File: src/rtl/sidta_pkg.sv
// Shared types and constants for the signed integer to decimal ASCII unit.
package sidta_pkg;

    localparam int VALUE_W    = 32;
    localparam int CHAR_W     = 8;
    localparam int NUM_BCD    = 10;
    localparam int BCD_W      = NUM_BCD * 4;
    localparam int MAX_DIGITS = 10;
    localparam int CAP_LO     = (MAX_DIGITS < 1) ? 1 : MAX_DIGITS;
    localparam int DIGIT_CAP  = (CAP_LO > NUM_BCD) ? NUM_BCD : CAP_LO;
    localparam int CNT_W      = $clog2(NUM_BCD + 1);
    localparam int IDX_W      = $clog2(NUM_BCD);
    localparam int SHIFT_W    = $clog2(VALUE_W);
    localparam int QDEPTH     = 2;
    localparam int QPTR_W     = $clog2(QDEPTH);
    localparam int QCNT_W     = $clog2(QDEPTH + 1);

    localparam logic [CHAR_W-1:0] CHAR_ZERO  = 8'd48;
    localparam logic [CHAR_W-1:0] CHAR_NINE  = 8'd57;
    localparam logic [CHAR_W-1:0] CHAR_MINUS = 8'd45;

    typedef struct packed {
        logic               neg;
        logic               zero;
        logic [VALUE_W-1:0] mag;
    } entry_t;

endpackage

File: src/rtl/signed_int_to_decimal_ascii_unit.sv
// Top level of the signed integer to decimal ASCII unit.
// An item is taken when start is high and busy is low; a two-entry queue
// holds taken items, so busy rises only when both entries wait. Each item
// is dequeued, converted to BCD by shift-add-3 over all 32 magnitude bits
// (skipped for zero) and sized to its text. Characters come out on
// consecutive cycles, one per strobe, most significant first, with
// last_char on the final one; the receiver cannot stall them.
module signed_int_to_decimal_ascii_unit
    import sidta_pkg::*;
(
    input  logic                      clk,
    input  logic                      rst_n,
    input  logic                      start,
    output logic                      busy,
    input  logic signed [VALUE_W-1:0] value,
    output logic                      strobe,
    output logic [CHAR_W-1:0]         char_code,
    output logic                      last_char
);

    logic   push;
    logic   pop;
    logic   empty;
    logic   full;
    entry_t push_entry;
    entry_t head;

    sidta_front u_front
    (
        .start (start),
        .value (value),
        .full  (full),
        .busy  (busy),
        .push  (push),
        .entry (push_entry)
    );

    sidta_queue u_queue
    (
        .clk        (clk),
        .rst_n      (rst_n),
        .push       (push),
        .push_entry (push_entry),
        .pop        (pop),
        .head       (head),
        .empty      (empty),
        .full       (full)
    );

    sidta_back u_back
    (
        .clk       (clk),
        .rst_n     (rst_n),
        .empty     (empty),
        .head      (head),
        .pop       (pop),
        .strobe    (strobe),
        .char_code (char_code),
        .last_char (last_char)
    );

    a_char_range: assert property (@(posedge clk) disable iff (!rst_n)
        strobe |-> (char_code == CHAR_MINUS ||
                    (char_code >= CHAR_ZERO && char_code <= CHAR_NINE)))
        else $error("character out of range");

    a_minus_not_last: assert property (@(posedge clk) disable iff (!rst_n)
        (strobe && char_code == CHAR_MINUS) |-> !last_char)
        else $error("minus sign flagged as last");

    a_text_contiguous: assert property (@(posedge clk) disable iff (!rst_n)
        (strobe && !last_char) |=> strobe)
        else $error("gap inside a number's text");

endmodule

File: src/rtl/sidta_front.sv
// Front end: takes an item, splits it into sign and magnitude, flags zero.
module sidta_front
    import sidta_pkg::*;
(
    input  logic                      start,
    input  logic signed [VALUE_W-1:0] value,
    input  logic                      full,
    output logic                      busy,
    output logic                      push,
    output entry_t                    entry
);

    logic neg;

    assign neg        = value[VALUE_W-1];
    assign busy       = full;
    assign push       = start && !full;
    assign entry.neg  = neg;
    assign entry.mag  = neg ? (VALUE_W'(0) - VALUE_W'(value)) : VALUE_W'(value);
    assign entry.zero = (value == '0);

endmodule

File: src/rtl/sidta_queue.sv
// Short queue of classified items between front end and converter.
module sidta_queue
    import sidta_pkg::*;
(
    input  logic   clk,
    input  logic   rst_n,
    input  logic   push,
    input  entry_t push_entry,
    input  logic   pop,
    output entry_t head,
    output logic   empty,
    output logic   full
);

    entry_t             q_reg [QDEPTH];
    logic [QPTR_W-1:0]  wr_ptr_reg, wr_ptr_next;
    logic [QPTR_W-1:0]  rd_ptr_reg, rd_ptr_next;
    logic [QCNT_W-1:0]  count_reg, count_next;

    assign empty = (count_reg == '0);
    assign full  = (count_reg == QCNT_W'(QDEPTH));
    assign head  = q_reg[rd_ptr_reg];

    always_comb
    begin
        wr_ptr_next = wr_ptr_reg;
        rd_ptr_next = rd_ptr_reg;
        count_next  = count_reg;
        if (push)
        begin
            wr_ptr_next = (wr_ptr_reg == QPTR_W'(QDEPTH - 1)) ? '0 : wr_ptr_reg + 1'b1;
        end
        if (pop)
        begin
            rd_ptr_next = (rd_ptr_reg == QPTR_W'(QDEPTH - 1)) ? '0 : rd_ptr_reg + 1'b1;
        end
        if (push && !pop)
        begin
            count_next = count_reg + 1'b1;
        end
        else if (pop && !push)
        begin
            count_next = count_reg - 1'b1;
        end
    end

    always_ff @(posedge clk or negedge rst_n)
    begin
        if (!rst_n)
        begin
            wr_ptr_reg <= '0;
            rd_ptr_reg <= '0;
            count_reg  <= '0;
        end
        else
        begin
            wr_ptr_reg <= wr_ptr_next;
            rd_ptr_reg <= rd_ptr_next;
            count_reg  <= count_next;
        end
    end

    always_ff @(posedge clk)
    begin
        if (push)
        begin
            q_reg[wr_ptr_reg] <= push_entry;
        end
    end

endmodule

File: src/rtl/sidta_back.sv
// Back end: shift-add-3 binary to BCD, then character emission.
module sidta_back
    import sidta_pkg::*;
(
    input  logic              clk,
    input  logic              rst_n,
    input  logic              empty,
    input  entry_t            head,
    output logic              pop,
    output logic              strobe,
    output logic [CHAR_W-1:0] char_code,
    output logic              last_char
);

    localparam logic [2:0] ST_IDLE  = 3'd0;
    localparam logic [2:0] ST_CONV  = 3'd1;
    localparam logic [2:0] ST_SIZE  = 3'd2;
    localparam logic [2:0] ST_SIGN  = 3'd3;
    localparam logic [2:0] ST_DIGIT = 3'd4;

    logic [2:0]         state_reg, state_next;
    logic [SHIFT_W-1:0] shift_reg, shift_next;
    logic [VALUE_W-1:0] mag_reg, mag_next;
    logic [BCD_W-1:0]   bcd_reg, bcd_next;
    logic               neg_reg, neg_next;
    logic [IDX_W-1:0]   idx_reg, idx_next;
    logic               strobe_reg, strobe_next;
    logic [CHAR_W-1:0]  char_reg, char_next;
    logic               last_reg, last_next;
    logic [BCD_W-1:0]   bcd_adj;
    logic [CNT_W-1:0]   ndig;
    logic [CNT_W-1:0]   nkeep;
    logic [3:0]         cur_digit;

    assign strobe    = strobe_reg;
    assign char_code = char_reg;
    assign last_char = last_reg;
    assign pop       = (state_reg == ST_IDLE) && !empty;
    assign cur_digit = bcd_reg[idx_reg * 4 +: 4];

    always_comb
    begin
        for (int i = 0; i < NUM_BCD; i++)
        begin
            bcd_adj[i*4 +: 4] = (bcd_reg[i*4 +: 4] >= 4'd5) ?
                                bcd_reg[i*4 +: 4] + 4'd3 : bcd_reg[i*4 +: 4];
        end
    end

    always_comb
    begin
        ndig = CNT_W'(1);
        for (int i = 0; i < NUM_BCD; i++)
        begin
            if (bcd_reg[i*4 +: 4] != 4'd0)
            begin
                ndig = CNT_W'(i + 1);
            end
        end
        nkeep = (ndig > CNT_W'(DIGIT_CAP)) ? CNT_W'(DIGIT_CAP) : ndig;
    end

    always_comb
    begin
        state_next  = state_reg;
        shift_next  = shift_reg;
        mag_next    = mag_reg;
        bcd_next    = bcd_reg;
        neg_next    = neg_reg;
        idx_next    = idx_reg;
        strobe_next = 1'b0;
        char_next   = char_reg;
        last_next   = last_reg;
        unique case (state_reg)
            ST_IDLE:
            begin
                if (!empty)
                begin
                    neg_next   = head.neg;
                    mag_next   = head.mag;
                    bcd_next   = '0;
                    shift_next = '0;
                    state_next = head.zero ? ST_SIZE : ST_CONV;
                end
            end
            ST_CONV:
            begin
                bcd_next   = {bcd_adj[BCD_W-2:0], mag_reg[VALUE_W-1]};
                mag_next   = {mag_reg[VALUE_W-2:0], 1'b0};
                shift_next = shift_reg + 1'b1;
                if (shift_reg == SHIFT_W'(VALUE_W - 1))
                begin
                    state_next = ST_SIZE;
                end
            end
            ST_SIZE:
            begin
                idx_next   = IDX_W'(nkeep - 1'b1);
                state_next = neg_reg ? ST_SIGN : ST_DIGIT;
            end
            ST_SIGN:
            begin
                strobe_next = 1'b1;
                char_next   = CHAR_MINUS;
                last_next   = 1'b0;
                state_next  = ST_DIGIT;
            end
            ST_DIGIT:
            begin
                strobe_next = 1'b1;
                char_next   = CHAR_ZERO + CHAR_W'(cur_digit);
                last_next   = (idx_reg == '0);
                idx_next    = idx_reg - 1'b1;
                if (idx_reg == '0)
                begin
                    state_next = ST_IDLE;
                end
            end
            default:
            begin
                state_next = ST_IDLE;
            end
        endcase
    end

    always_ff @(posedge clk or negedge rst_n)
    begin
        if (!rst_n)
        begin
            state_reg  <= ST_IDLE;
            strobe_reg <= 1'b0;
        end
        else
        begin
            state_reg  <= state_next;
            strobe_reg <= strobe_next;
        end
    end

    always_ff @(posedge clk)
    begin
        shift_reg <= shift_next;
        mag_reg   <= mag_next;
        bcd_reg   <= bcd_next;
        neg_reg   <= neg_next;
        idx_reg   <= idx_next;
        char_reg  <= char_next;
        last_reg  <= last_next;
    end

endmodule
File: config.mk
export PLATFORM = sky130hd
export DESIGN_NAME = signed_int_to_decimal_ascii_unit
export DESIGN_NICKNAME = d
export VERILOG_FILES = /design/src/rtl/sidta_pkg.sv /design/src/rtl/signed_int_to_decimal_ascii_unit.sv /design/src/rtl/sidta_front.sv /design/src/rtl/sidta_queue.sv /design/src/rtl/sidta_back.sv
export SDC_FILE = /design/constraint.sdc
export NUM_CORES = 1
export LEC_CHECK = 0
export ABC_AREA = 1
export ABC_CLOCK_PERIOD_IN_PS = 4100
export BUFFER_PORTS_ARGS = -buffer_cell sky130_fd_sc_hd__buf_2
export CAP_MARGIN = 10
export CORE_MARGIN = 8
export CORE_UTILIZATION = 50
export CTS_BUF_LIST = sky130_fd_sc_hd__clkbuf_16
export DETAILED_ROUTE_END_ITERATION = 10
export PLACE_DENSITY = 0.78
export SYNTH_ARGS = -nofsm -noshare
export SYNTH_HDL_FRONTEND = slang
export SYNTH_SLANG_ARGS = --single-unit
File: constraint.sdc
create_clock -name clk -period 4.1 [get_ports clk]
set_clock_uncertainty 0.15 [all_clocks]
set_input_delay 0 -clock clk [delete_from_list [all_inputs] [get_ports clk]]
set_output_delay 0 -clock clk [all_outputs]
set_load 0.005 [all_outputs]
# == Word-level counts from Yosys, hierarchy flattened ==
# Memories as Yosys holds them, arrays and structs flattened.
# Cells that the tools add are included.
# totals
register_bits,99
ramBits,68
elab_cells,126
memories,1
# memory_table
name,depth,width,rd,rd_clocked_by_memory_dff,write_ports,line,source
u_queue.q_reg,2,34,1,0,1,sidta_queue.sv:15,entry_t q_reg [QDEPTH];
# classes
n_addsub,19
n_lt_le_gt_ge,11
eq_ne,9
n_shift,1
mux,43
bitwise,1
reduce_logical,29
# op_table
op,count
$pmux W40 S2,1
$mux W32,2
$pmux W32 S2,1
$mux W4,13
$ge A4 B3 Y1 const B,10
$mux W40,1
$shiftx A40 B7 Y4,1
$add A4 B2 Y4 const B,9
$reduce_bool A4 Y1,9
$logic_not A32 Y1,1
$sub A1 B32 Y32 const A,1
$mux W3,9
$pmux W8 S2,1
$pmux W3 S5,1
$mux W2,5
$pmux W5 S2,1
$pmux W4 S2,1
$reduce_bool A2 Y1,4
$sub A4 B1 Y4 const B,2
$add A6 B4 Y7 const A,1
$eq A3 B2 Y1 const B,2
$add A5 B1 Y5 const B,1
$eq A5 B5 Y1 const B,1
$mux W1,5
other kinds (21),30

# == Longest topological paths before layout ==
# Gate-level depths: netlist (run 1).
# logic_depth
ltp_word,14
depth_mapped,15
depth_no_buf,15

# == Hierarchy ==
# Synthesis (run 1) repeated with hierarchy kept, for this count alone.
# unflattened
hier_cells,926
hier_area_um2,8958.6
# by_module_without_submodules
mod,n_inst,cells_per_inst,area_each_um2
sidta_back,1,564,5054.8
sidta_queue,1,131,2811.4
sidta_front,1,231,1092.3

# == Worst setup path before layout (run 1) ==
# OpenSTA, ideal clock, no wires.
# synth_timing
kind,register to register
startpoint,register u_back.state_reg[1]
endpoint,"register u_back.bcd_reg[0], enable pin"
setup_time_ps,437
t_arrival_ps,2717
t_required_ps,3513
path_slack_ps,796
stages_incl_launch_ff,6
path_buffers,2
period_less_slack_ps,3304
path_cell_list,dfrtp_1 nor3_4 inv_2 buf_2 buf_2 nand2_1
# synth_via
elab_chain_cells,3
word_cells_on_any_way,5
classes_between,eq/ne (2); reduce/logical (3)
# synth_rtl
item,line,source
from (decl),sidta_back.sv:21,"logic [2:0] state_reg, state_next;"
from (signal assigned),sidta_back.sv:135,state_reg <= state_next;
$logic_not A3 Y1 / $eq A3 B1 Y1 (equally long branches),sidta_back.sv:74,unique case (state_reg)
$ne A2 B2 Y1 (no source line) / $reduce_bool A2 Y1 (equally long branches),--,
$reduce_and A2 Y1 (no source line) (*),--,
to (signal assigned),sidta_back.sv:144,bcd_reg <= bcd_next;
to (decl),sidta_back.sv:24,"logic [BCD_W-1:0] bcd_reg, bcd_next;"
# Mark *: on every way between the ends. The rest lies on a longest branch, timed or not.
# A chain may end at the register's enable or synchronous reset.

# == Worst setup path after layout (run 1) ==
# layout_timing
startpoint,register u_back.state_reg[1]
endpoint,"register u_back.bcd_reg[3], enable pin"
# Same word-level chain as after synthesis.

==> results of run 1 <==
through the flow:
step / instance area (sq um) / worst slack [ns] / hold slack [ns] / instances
2_1_floorplan: 8400 / 0.796 / -0.446 / 851
3_5_place_dp: 8810 / 1.67 / -0.298 / 1089
4_1_cts: 9760 / 1.65 / 0.177 / 1160
5_1_grt: 9770 / 1.43 / 0.210 / 1161
6_report: 9770 / 1.65 / 0.219 / 1161
3_3_place_gp: 8810 / 1.68 / -0.301 / 1089
where the power goes:
part           internal, W  switching (W)
combinational     0.000776        0.00171
clock             0.000889       0.000622
sequential         0.00286       0.000384
total              0.00452        0.00272
cells by family (layout without fill, tap and decap cells):
family | Yosys count | count (layout) | share of synthesized area [%]
simple gates | 313 | 313 | 15.8
compound gates | 175 | 175 | 11.7
flops | 164 | 164 | 58.2
buf+inv | 131 | 220 | 6.11
xor+xnor | 37 | 37 | 3.95
fa+ha+maj | 27 | 27 | 4.02
other cells | 2 | 4 | 0.0895
mux | 1 | 1 | 0.119
worst max-delay path, delay by kind of cell (launching register included):
family	cells	cell delay [ns]
and+or+nand+nor	3	1.06
DFF	1	0.43
AOI/OAI and AO/OA	1	0.25
buffers and inverters	1	0.13
synth_stat cells, types with 2 or more instances:
cell type	number
sky130_fd_sc_hd__a21oi_1	47
sky130_fd_sc_hd__clkbuf_1	19
sky130_fd_sc_hd__a211oi_1	7
sky130_fd_sc_hd__o211a_1	2
sky130_fd_sc_hd__nor2_1	103
sky130_fd_sc_hd__o21ai_1	2
sky130_fd_sc_hd__nand3_1	15
sky130_fd_sc_hd__conb_1	2
sky130_fd_sc_hd__xnor2_1	10
sky130_fd_sc_hd__nor3_1	12
sky130_fd_sc_hd__ha_1	27
sky130_fd_sc_hd__o22ai_1	4
sky130_fd_sc_hd__o21ai_0	72
sky130_fd_sc_hd__inv_1	92
sky130_fd_sc_hd__dfrtp_1	8
sky130_fd_sc_hd__nor2_2	2
sky130_fd_sc_hd__inv_2	8
sky130_fd_sc_hd__edfxtp_1	156
sky130_fd_sc_hd__nand2_2	5
sky130_fd_sc_hd__buf_2	7
sky130_fd_sc_hd__xor2_1	26
sky130_fd_sc_hd__or2_2	2
sky130_fd_sc_hd__nor3_2	3
sky130_fd_sc_hd__a31oi_1	32
sky130_fd_sc_hd__buf_4	3
sky130_fd_sc_hd__or2_1	2
sky130_fd_sc_hd__o2111ai_1	3
sky130_fd_sc_hd__nor2_4	2
sky130_fd_sc_hd__nand2_1	160
final cells by class:
class                   instances  area [sq um]  area share (%)
inverters                     102           384            3.93
multi-input cells             556          3010            30.9
clock buffers                  17           425            4.36
clock inverters                15           141            1.45
repair buffers                 86           638            6.53
diodes                          1          2.50          0.0256
well taps                     220           275            2.82
flip-flops and latches        164          4880            50.0
how the worst max path moves through the flow:
stage	from	to	slack, ns	cells past startpoint
floorplan	u_back.state_reg[1]	u_back.bcd_reg[0]	0.80	5
global placement	u_back.state_reg[1]	u_back.bcd_reg[5]	1.68	5
detailed placement	u_back.state_reg[1]	u_back.bcd_reg[27]	1.67	5
CTS	u_back.state_reg[1]	u_back.bcd_reg[3]	1.65	5
global route	u_back.state_reg[1]	u_back.bcd_reg[11]	1.43	5
finish	u_back.state_reg[1]	u_back.bcd_reg[3]	1.65	5
metal layers:
metal  part of all wire (%)  routed length [um]  vias up  global-route usage (%)
li1                       -                   -     3038                       -
met1                     45                7340     2814                    18.5
met2                     47                7660      190                    26.2
met3                    5.5                 885       27                    3.95
met4                    1.6                 256        0                    5.00
met5                      0                   0        -                       0
==> results.txt, run 1 <==
The flow ran to the end, and the final reports show no timing, DRC or antenna violations. The leakage power of the design came out at 3.96 nW. The cts-stage hold buffer count came out at 39. The final number of setup-violating endpoints is 0. The worst path uses 59.8% of the clock period. The final weighted congestion in routability-driven placement is 0.831. The total number of yosys warnings is 0. The number of flip-flops under the largest register name came out at 68. The category of the critical setup timing path is reg2reg. The synthesized netlist cell count is 850. The final count of hold timing violations came to 0. The area share of the largest cell type after synthesis is 55.8%. The capture instance of the worst register-to-register path is u_back.bcd_reg[3]. The via density per instance came out at 5.23.

The most instantiated flip-flop cell in the synthesis netlist is sky130_fd_sc_hd__edfxtp_1. The area of the die is 21200 sq um. The register clock-pin slew on the reported worst setup and hold paths is 0.06 ns.

The number of filler cells placed in the layout is 1311. The launching point of the worst reg2reg path is u_back.state_reg[1]. The H-tree generated during clock tree synthesis spans 4 levels.

The library cells used most frequently in the layout, excluding fill and tap cells, are 159 x sky130_fd_sc_hd__nand2_1, 156 x sky130_fd_sc_hd__edfxtp_1, 101 x sky130_fd_sc_hd__nor2_1, 94 x sky130_fd_sc_hd__inv_1, 72 x sky130_fd_sc_hd__o21ai_0. The largest fanout on the critical path is 77. The slowest cell on the critical path is sky130_fd_sc_hd__nand2_4. Traced cell by cell, the critical path runs through nor2_1 -> nand2_1 -> a21oi_1 -> inv_1 -> nand2_4. The final total power came out at 0.00724 W.

For this block, the initial DRC count from the detailed router was 450. After clock tree synthesis, the repair step resized 0 gates. The power density over cell area came out at 742 nW/um^2.

The HPWL after detailed placement came out at 10300 um. The proportion of synthesized flip-flops having asynchronous set or reset is 4.88%. The count of TritonRoute iterations in the first routing pass came out at 5. For the worst flop-to-flop path, the logic depth is 5. Buffers inserted during clock tree synthesis total 17. The area growth from synthesis to layout came out at 16.3%. TritonCTS built the clock tree.

The width of the chip is 146 um. The cell taking the most area after synthesis is sky130_fd_sc_hd__edfxtp_1. The headroom to the max-slew limit came out at 27.6%. The core footprint came out at 16500 sq um.

Global routing used 15.3% of the available tracks across all layers. The number of top-level pins came out at 46. By area the synthesized netlist is led by sky130_fd_sc_hd__edfxtp_1 56%, sky130_fd_sc_hd__nand2_1 7.2%, sky130_fd_sc_hd__nor2_1 4.6%, sky130_fd_sc_hd__o21ai_0 4.3%, sky130_fd_sc_hd__inv_1 4.1%.

The max-cap violation count came out at 0. The maximum vdd ir drop is 0.598 mV. The critical path capture point type is a flop. The total number of vias is 6069. The count of nets left with antenna violations once routing finished came out at 0.

The synthesized cell area is 8400 sq um. The startpoint identified for the worst hold timing path is value[0]. The proportion of layout cells with a drive suffix above 1 is 11.3%. At the end of the flow the core is filled with cells to 59.1%. Along the worst hold path, the cell count comes to 2.

For flop-to-flop paths, the worst setup slack is 1.65 ns. The number of nets in the layout is 989. For the pin with the worst max-slew slack, the measured transition is 1.08 ns. STA classifies the critical path startpoint as a flop. The cell row count came out at 47. The time the worst path needs with I/O delays and setup came out at 2.45 ns. The share of synthesized area occupied by flip-flops and latches is 58.2%. The arrival time at the worst endpoint came out at 2.33 ns. The pin count of the biggest net entering global routing is 80.

The routed length per placed instance is 13.9 um. The routed design has 16100 um of wire. In this run the tool buffered the top-level ports with 42 buffer cells.

The first-pass GRT wire length came out at 26800 um. The number of sinks handled by clock tree synthesis is 164. The path with the worst hold slack has its endpoint at u_queue.q_reg[0][0]. The total global routing overflow came out at 0. The final setup TNS came out at 0 ns. Setup repair after global routing left no endpoint under its margin. The synthesized design contains 164 register bits. The post-CTS setup buffer count is 0. The initial antenna violation count was 1. The commonest non-fill, non-tap cell in the layout is sky130_fd_sc_hd__nand2_1. The synthesized design contains 156 enable-type register cells. The distinct cell type count after synthesis is 46. The buffer levels on the longest clock path is 2. In this run the vertical extent of the chip is 146 um. The via count of the first global-routing pass is 5771. The initial standard-cell utilization of the core came out at 50.8%.

The clock tree root driver cell is sky130_fd_sc_hd__clkbuf_16. In this design, the stage delay of the slowest critical-path cell is 0.74 ns. In this run the worst hold path is classified as in2reg. At the later pin of the worst-skew pair, clock insertion delay measures 0.42 ns.

The highest achievable clock rate is 408 MHz. The final number of max-transition violations came to 0. The mean instance size in the synthesized netlist came out at 9.88 sq um. The endpoint required time on the critical path came out at 3.98 ns. The total DRC errors in the routed layout came out at 0.
No activity file was read; power rests on OpenSTA's default activity.
==> inputs of run 2 (changes only) <==
--- a/config.mk
+++ b/config.mk
@@ -6,14 +6,14 @@
 export NUM_CORES = 1
 export LEC_CHECK = 0
 export ABC_AREA = 1
-export ABC_CLOCK_PERIOD_IN_PS = 4100
+export ABC_CLOCK_PERIOD_IN_PS = 2200
 export BUFFER_PORTS_ARGS = -buffer_cell sky130_fd_sc_hd__buf_2
 export CAP_MARGIN = 10
 export CORE_MARGIN = 8
 export CORE_UTILIZATION = 50
 export CTS_BUF_LIST = sky130_fd_sc_hd__clkbuf_16
 export DETAILED_ROUTE_END_ITERATION = 10
-export PLACE_DENSITY = 0.78
+export PLACE_DENSITY = 0.81
 export SYNTH_ARGS = -nofsm -noshare
 export SYNTH_HDL_FRONTEND = slang
 export SYNTH_SLANG_ARGS = --single-unit
==> constraint.sdc (replaced) <==
create_clock -name clk -period 2.2 [get_ports clk]
set_clock_uncertainty 0.15 [all_clocks]
set_input_delay 0 -clock clk [delete_from_list [all_inputs] [get_ports clk]]
set_output_delay 0 -clock clk [all_outputs]
set_load 0.005 [all_outputs]
==> run 2 against run 1 <==
Effect of this change:
- setup slack worse by 1.6 ns
- die area unchanged
- count of clock-buffer cells in the layout unchanged
- fmax is 15% higher
- critical path type unchanged
- critical endpoint is now u_back.idx_reg[2]
- power up 95%
- clock power is 89% higher
- hold slack worse by 0.028 ns
==> results.txt, run 2 (same netlist as run 1, synthesis figures left out) <==
The combinational share of power is 38.0% (+3.6 points). The detailed-route wire length came out at 17800 um (+10%). The proportion of power drawn by the clock network came out at 20.2% (-0.7 points). The critical path capture point type is a flop.

The switching share of power came out at 37.9% (+0.36 points). The headroom to the max-slew limit is 50.9% (+23 points). The number of buffers inserted by port buffering came out at 42 (unchanged). The first-pass GRT wire length is 29400 um (+9.8%). The width of the chip is 146 um (unchanged).

The final weighted congestion in routability-driven placement came out at 0.863 (+3.8%). The maximum vdd ir drop came out at 0.703 mV (+18%). The later-pin clock latency in the skew report came out at 0.42 ns (about the same). The met2 global-route usage is 29.5% (+3.3 points). The register clock-pin slew on the reported worst setup and hold paths is 0.07 ns (about the same). The proportion of layout cells with a drive suffix above 1 came out at 14.7% (+3.4 points). The arrival time at the worst endpoint is 2.15 ns (-0.18 ns). The slew of the pin with the lowest slew margin is 0.732 ns (-0.343 ns). The number of cells after detailed placement is 1101 (+1.1%).

The startpoint identified for the worst hold timing path is value[0]. Setup repair after global routing could not meet its margin everywhere. The worst setup path startpoint is u_back.bcd_reg[9].

The area growth from synthesis to layout came out at 19.0%. In the layout the commonest cells are 157 x sky130_fd_sc_hd__nand2_1, 156 x sky130_fd_sc_hd__edfxtp_1, 98 x sky130_fd_sc_hd__nor2_1, 89 x sky130_fd_sc_hd__inv_1, 71 x sky130_fd_sc_hd__o21ai_0. The core footprint came out at 16500 sq um (unchanged). The cell sitting at the root of the clock tree is a sky130_fd_sc_hd__clkbuf_16. The routed length per placed instance came out at 15.1 um (+8.8%).

The launching point of the worst reg2reg path is u_back.bcd_reg[9]. The final antenna-violating net count came out at 0 (unchanged). The flow ran to the end, and the final reports show no timing, DRC or antenna violations. The leakage power of the design came out at 4.07 nW (+2.6%). The via count of the first global-routing pass came out at 6229 (+7.9%).

The final standard cell count with taps included and fillers excluded is 1175 (+1.2%). The portion of total power attributed to sequential cells is 41.8% (-3.0 points). The post-placement setup slack is -0.0122 ns (-1.68 ns).

The largest fanout on the critical path came out at 3 (-96%). The time the worst path needs with I/O delays and setup came out at 2.13 ns (-0.327 ns). The max-cap violation count was 0 (unchanged). The antenna diode count is 0 (-1). The path class of the tightest hold or removal check is in2reg.

The iteration-0 DRC count of the detailed router is 478 (+6.2%). The all-layer global routing usage came out at 17.0% (+1.8 points). The number of sinks handled by clock tree synthesis came out at 164 (unchanged). The met3 routing resource usage after global routing came out at 5.07% (+1.1 points). The global routing usage on met1 came to 19.8% (+1.3 points). The highest achievable clock rate came to 470 MHz (+15%). The number of filler cells placed in the layout was 1313 (+0.15%).

The vertical extent of the die is 146 um (unchanged). The final number of setup-violating endpoints came to 0 (unchanged). The H-tree level count is 4 (unchanged). The cell row count was 47 (unchanged). The number of top-level pins came to 46 (unchanged).

The buffer levels on the longest clock path was 2 (unchanged). The endpoint required time on the critical path was 2.22 ns (-1.76 ns). The final count of hold timing violations came to 0 (unchanged). The category of the critical setup timing path is reg2reg. The power density over cell area was 1420 nW/um^2 (+91%). The number of nets in the layout came out at 1005 (+1.6%). Leaving out fill and tap cells, the most frequent cell in the layout is sky130_fd_sc_hd__nand2_1. The final worst-path setup slack was 0.0741 ns (-1.57 ns). The count of TritonRoute iterations in the first routing pass is 5 (unchanged). The total global routing overflow came out at 0 (unchanged).

The share of the clock period used by the worst path after layout came out at 96.6% (+37 points). The initial antenna violation count is 0 (-1). The total area of multi-input combinational cells came out at 3060 sq um (+1.4%). The total number of vias came to 6269 (+3.3%). The via density per instance came out at 5.34 (+2.1%).

After global routing, the most crowded layer is met2. The number of buffers created by CTS is 17 (unchanged). The initial standard-cell utilization of the core is 50.8% (unchanged). The area of the die is 21200 sq um (unchanged). The pin count of the biggest net entering global routing is 54 (-33%). The HPWL after detailed placement was 11300 um (+9.2%). The final number of max-transition violations was 0 (unchanged). The number of flip-flops under the largest register name was 68 (unchanged).

The net switching power of the design came out at 0.00536 W (+97%). The internal cell power came out at 0.00878 W (+94%). The total DRC errors in the routed layout is 0 (unchanged). TritonCTS built the clock tree.

The worst setup path is launched from a flop. The sequential standard cell area came out at 4880 sq um (unchanged).
## run 2: cell count changes in the layout (fill, tap and decap cells not counted), moves of 2 or more
cell,delta
sky130_fd_sc_hd__nor3_1,-2
sky130_fd_sc_hd__buf_4,+10
sky130_fd_sc_hd__inv_1,-5
sky130_fd_sc_hd__nand2_2,+2
sky130_fd_sc_hd__inv_2,+5
sky130_fd_sc_hd__nor3_2,+2
sky130_fd_sc_hd__buf_12,+6
sky130_fd_sc_hd__clkinv_2,+2
sky130_fd_sc_hd__nor2_1,-3
sky130_fd_sc_hd__ha_2,+4
sky130_fd_sc_hd__nor2_2,+2
sky130_fd_sc_hd__ha_1,-4
sky130_fd_sc_hd__clkinv_1,-2
sky130_fd_sc_hd__nand2_1,-2
## run 2: worst max-delay path, cell delays in order, from the launching register on
cell,delay [ns]
sky130_fd_sc_hd__edfxtp_1,0.44
sky130_fd_sc_hd__inv_2,0.09
sky130_fd_sc_hd__ha_2,0.19
sky130_fd_sc_hd__nand2_2,0.08
sky130_fd_sc_hd__nor2_4,0.12
sky130_fd_sc_hd__nand2_1,0.06
sky130_fd_sc_hd__nand2_1,0.06
sky130_fd_sc_hd__nand2_1,0.05
sky130_fd_sc_hd__nand2_1,0.05
sky130_fd_sc_hd__nand2_1,0.04
sky130_fd_sc_hd__nand2_1,0.05
sky130_fd_sc_hd__nand2_1,0.08
sky130_fd_sc_hd__a21boi_2,0.18
sky130_fd_sc_hd__ha_1,0.18
sky130_fd_sc_hd__xor2_1,0.06
## run 2: repair_timing
action | 4_1_cts | 5_1_grt
resized for setup | 1 | 19
buffers inserted | 0 | 4
cloned | 0 | 0
endpoints found under the setup margin | 1 | 14
endpoints found under the hold margin | 78 | 0
pin swaps | 0 | 2
hold buffers | 39 | 0
## run 2: cell type report
class,count,share of cell area (%)
clock buffers,17,4.26
clock inverters,14,1.36
well taps,220,2.75
multi-input cells,556,30.6
flip-flops and latches,164,48.9
inverters,102,3.84
repair buffers,102,8.34
## run 2: power groups by stage
| stage | registers [W] | logic (W) | clock network [W] |
|---|---|---|---|
| floorplan | 0.00579 | 0.00359 | 0 |
| global placement | 0.00587 | 0.00497 | 0 |
| detailed placement | 0.00593 | 0.00516 | 0 |
| CTS | 0.00589 | 0.00524 | 0.00289 |
| global route | 0.00605 | 0.00608 | 0.00303 |
| finish | 0.00592 | 0.00537 | 0.00286 |
## run 2: worst paths after layout
kind                            slack [ns]              endpoint  cells after the start
worst min register to register        0.37        u_back.neg_reg                      2
worst max-delay path                  0.07     u_back.idx_reg[2]                     14
worst max register to register        0.07     u_back.idx_reg[2]                     14
worst min-delay path                  0.19   u_queue.q_reg[1][0]                      2
min in group asynchronous             0.41   u_back.state_reg[2]                      3
max in group asynchronous             1.21  u_queue.count_reg[1]                      3
## run 2: per-layer routing
| metal | wire length (um) | vias to the layer above |
|---|---|---|
| li1 | - | 3070 |
| met1 | 7460 | 2968 |
| met2 | 8990 | 209 |
| met3 | 1080 | 22 |
| met4 | 250 | 0 |
| met5 | 0 | - |
## run 2: through the flow
stage               hold WS (ns)  TNS [ns]  instance area [sq um]  power, W  util (%)
floorplan                 -0.446         0                   8410   0.00937         -
global placement          -0.301         0                   8970    0.0108      54.3
detailed placement        -0.290   -0.0122                   8970    0.0111      54.3
CTS                        0.172         0                   9920    0.0140      60.1
global route               0.194    -0.169                   9990    0.0152      60.5
finish                     0.191         0                   9990    0.0141      60.5
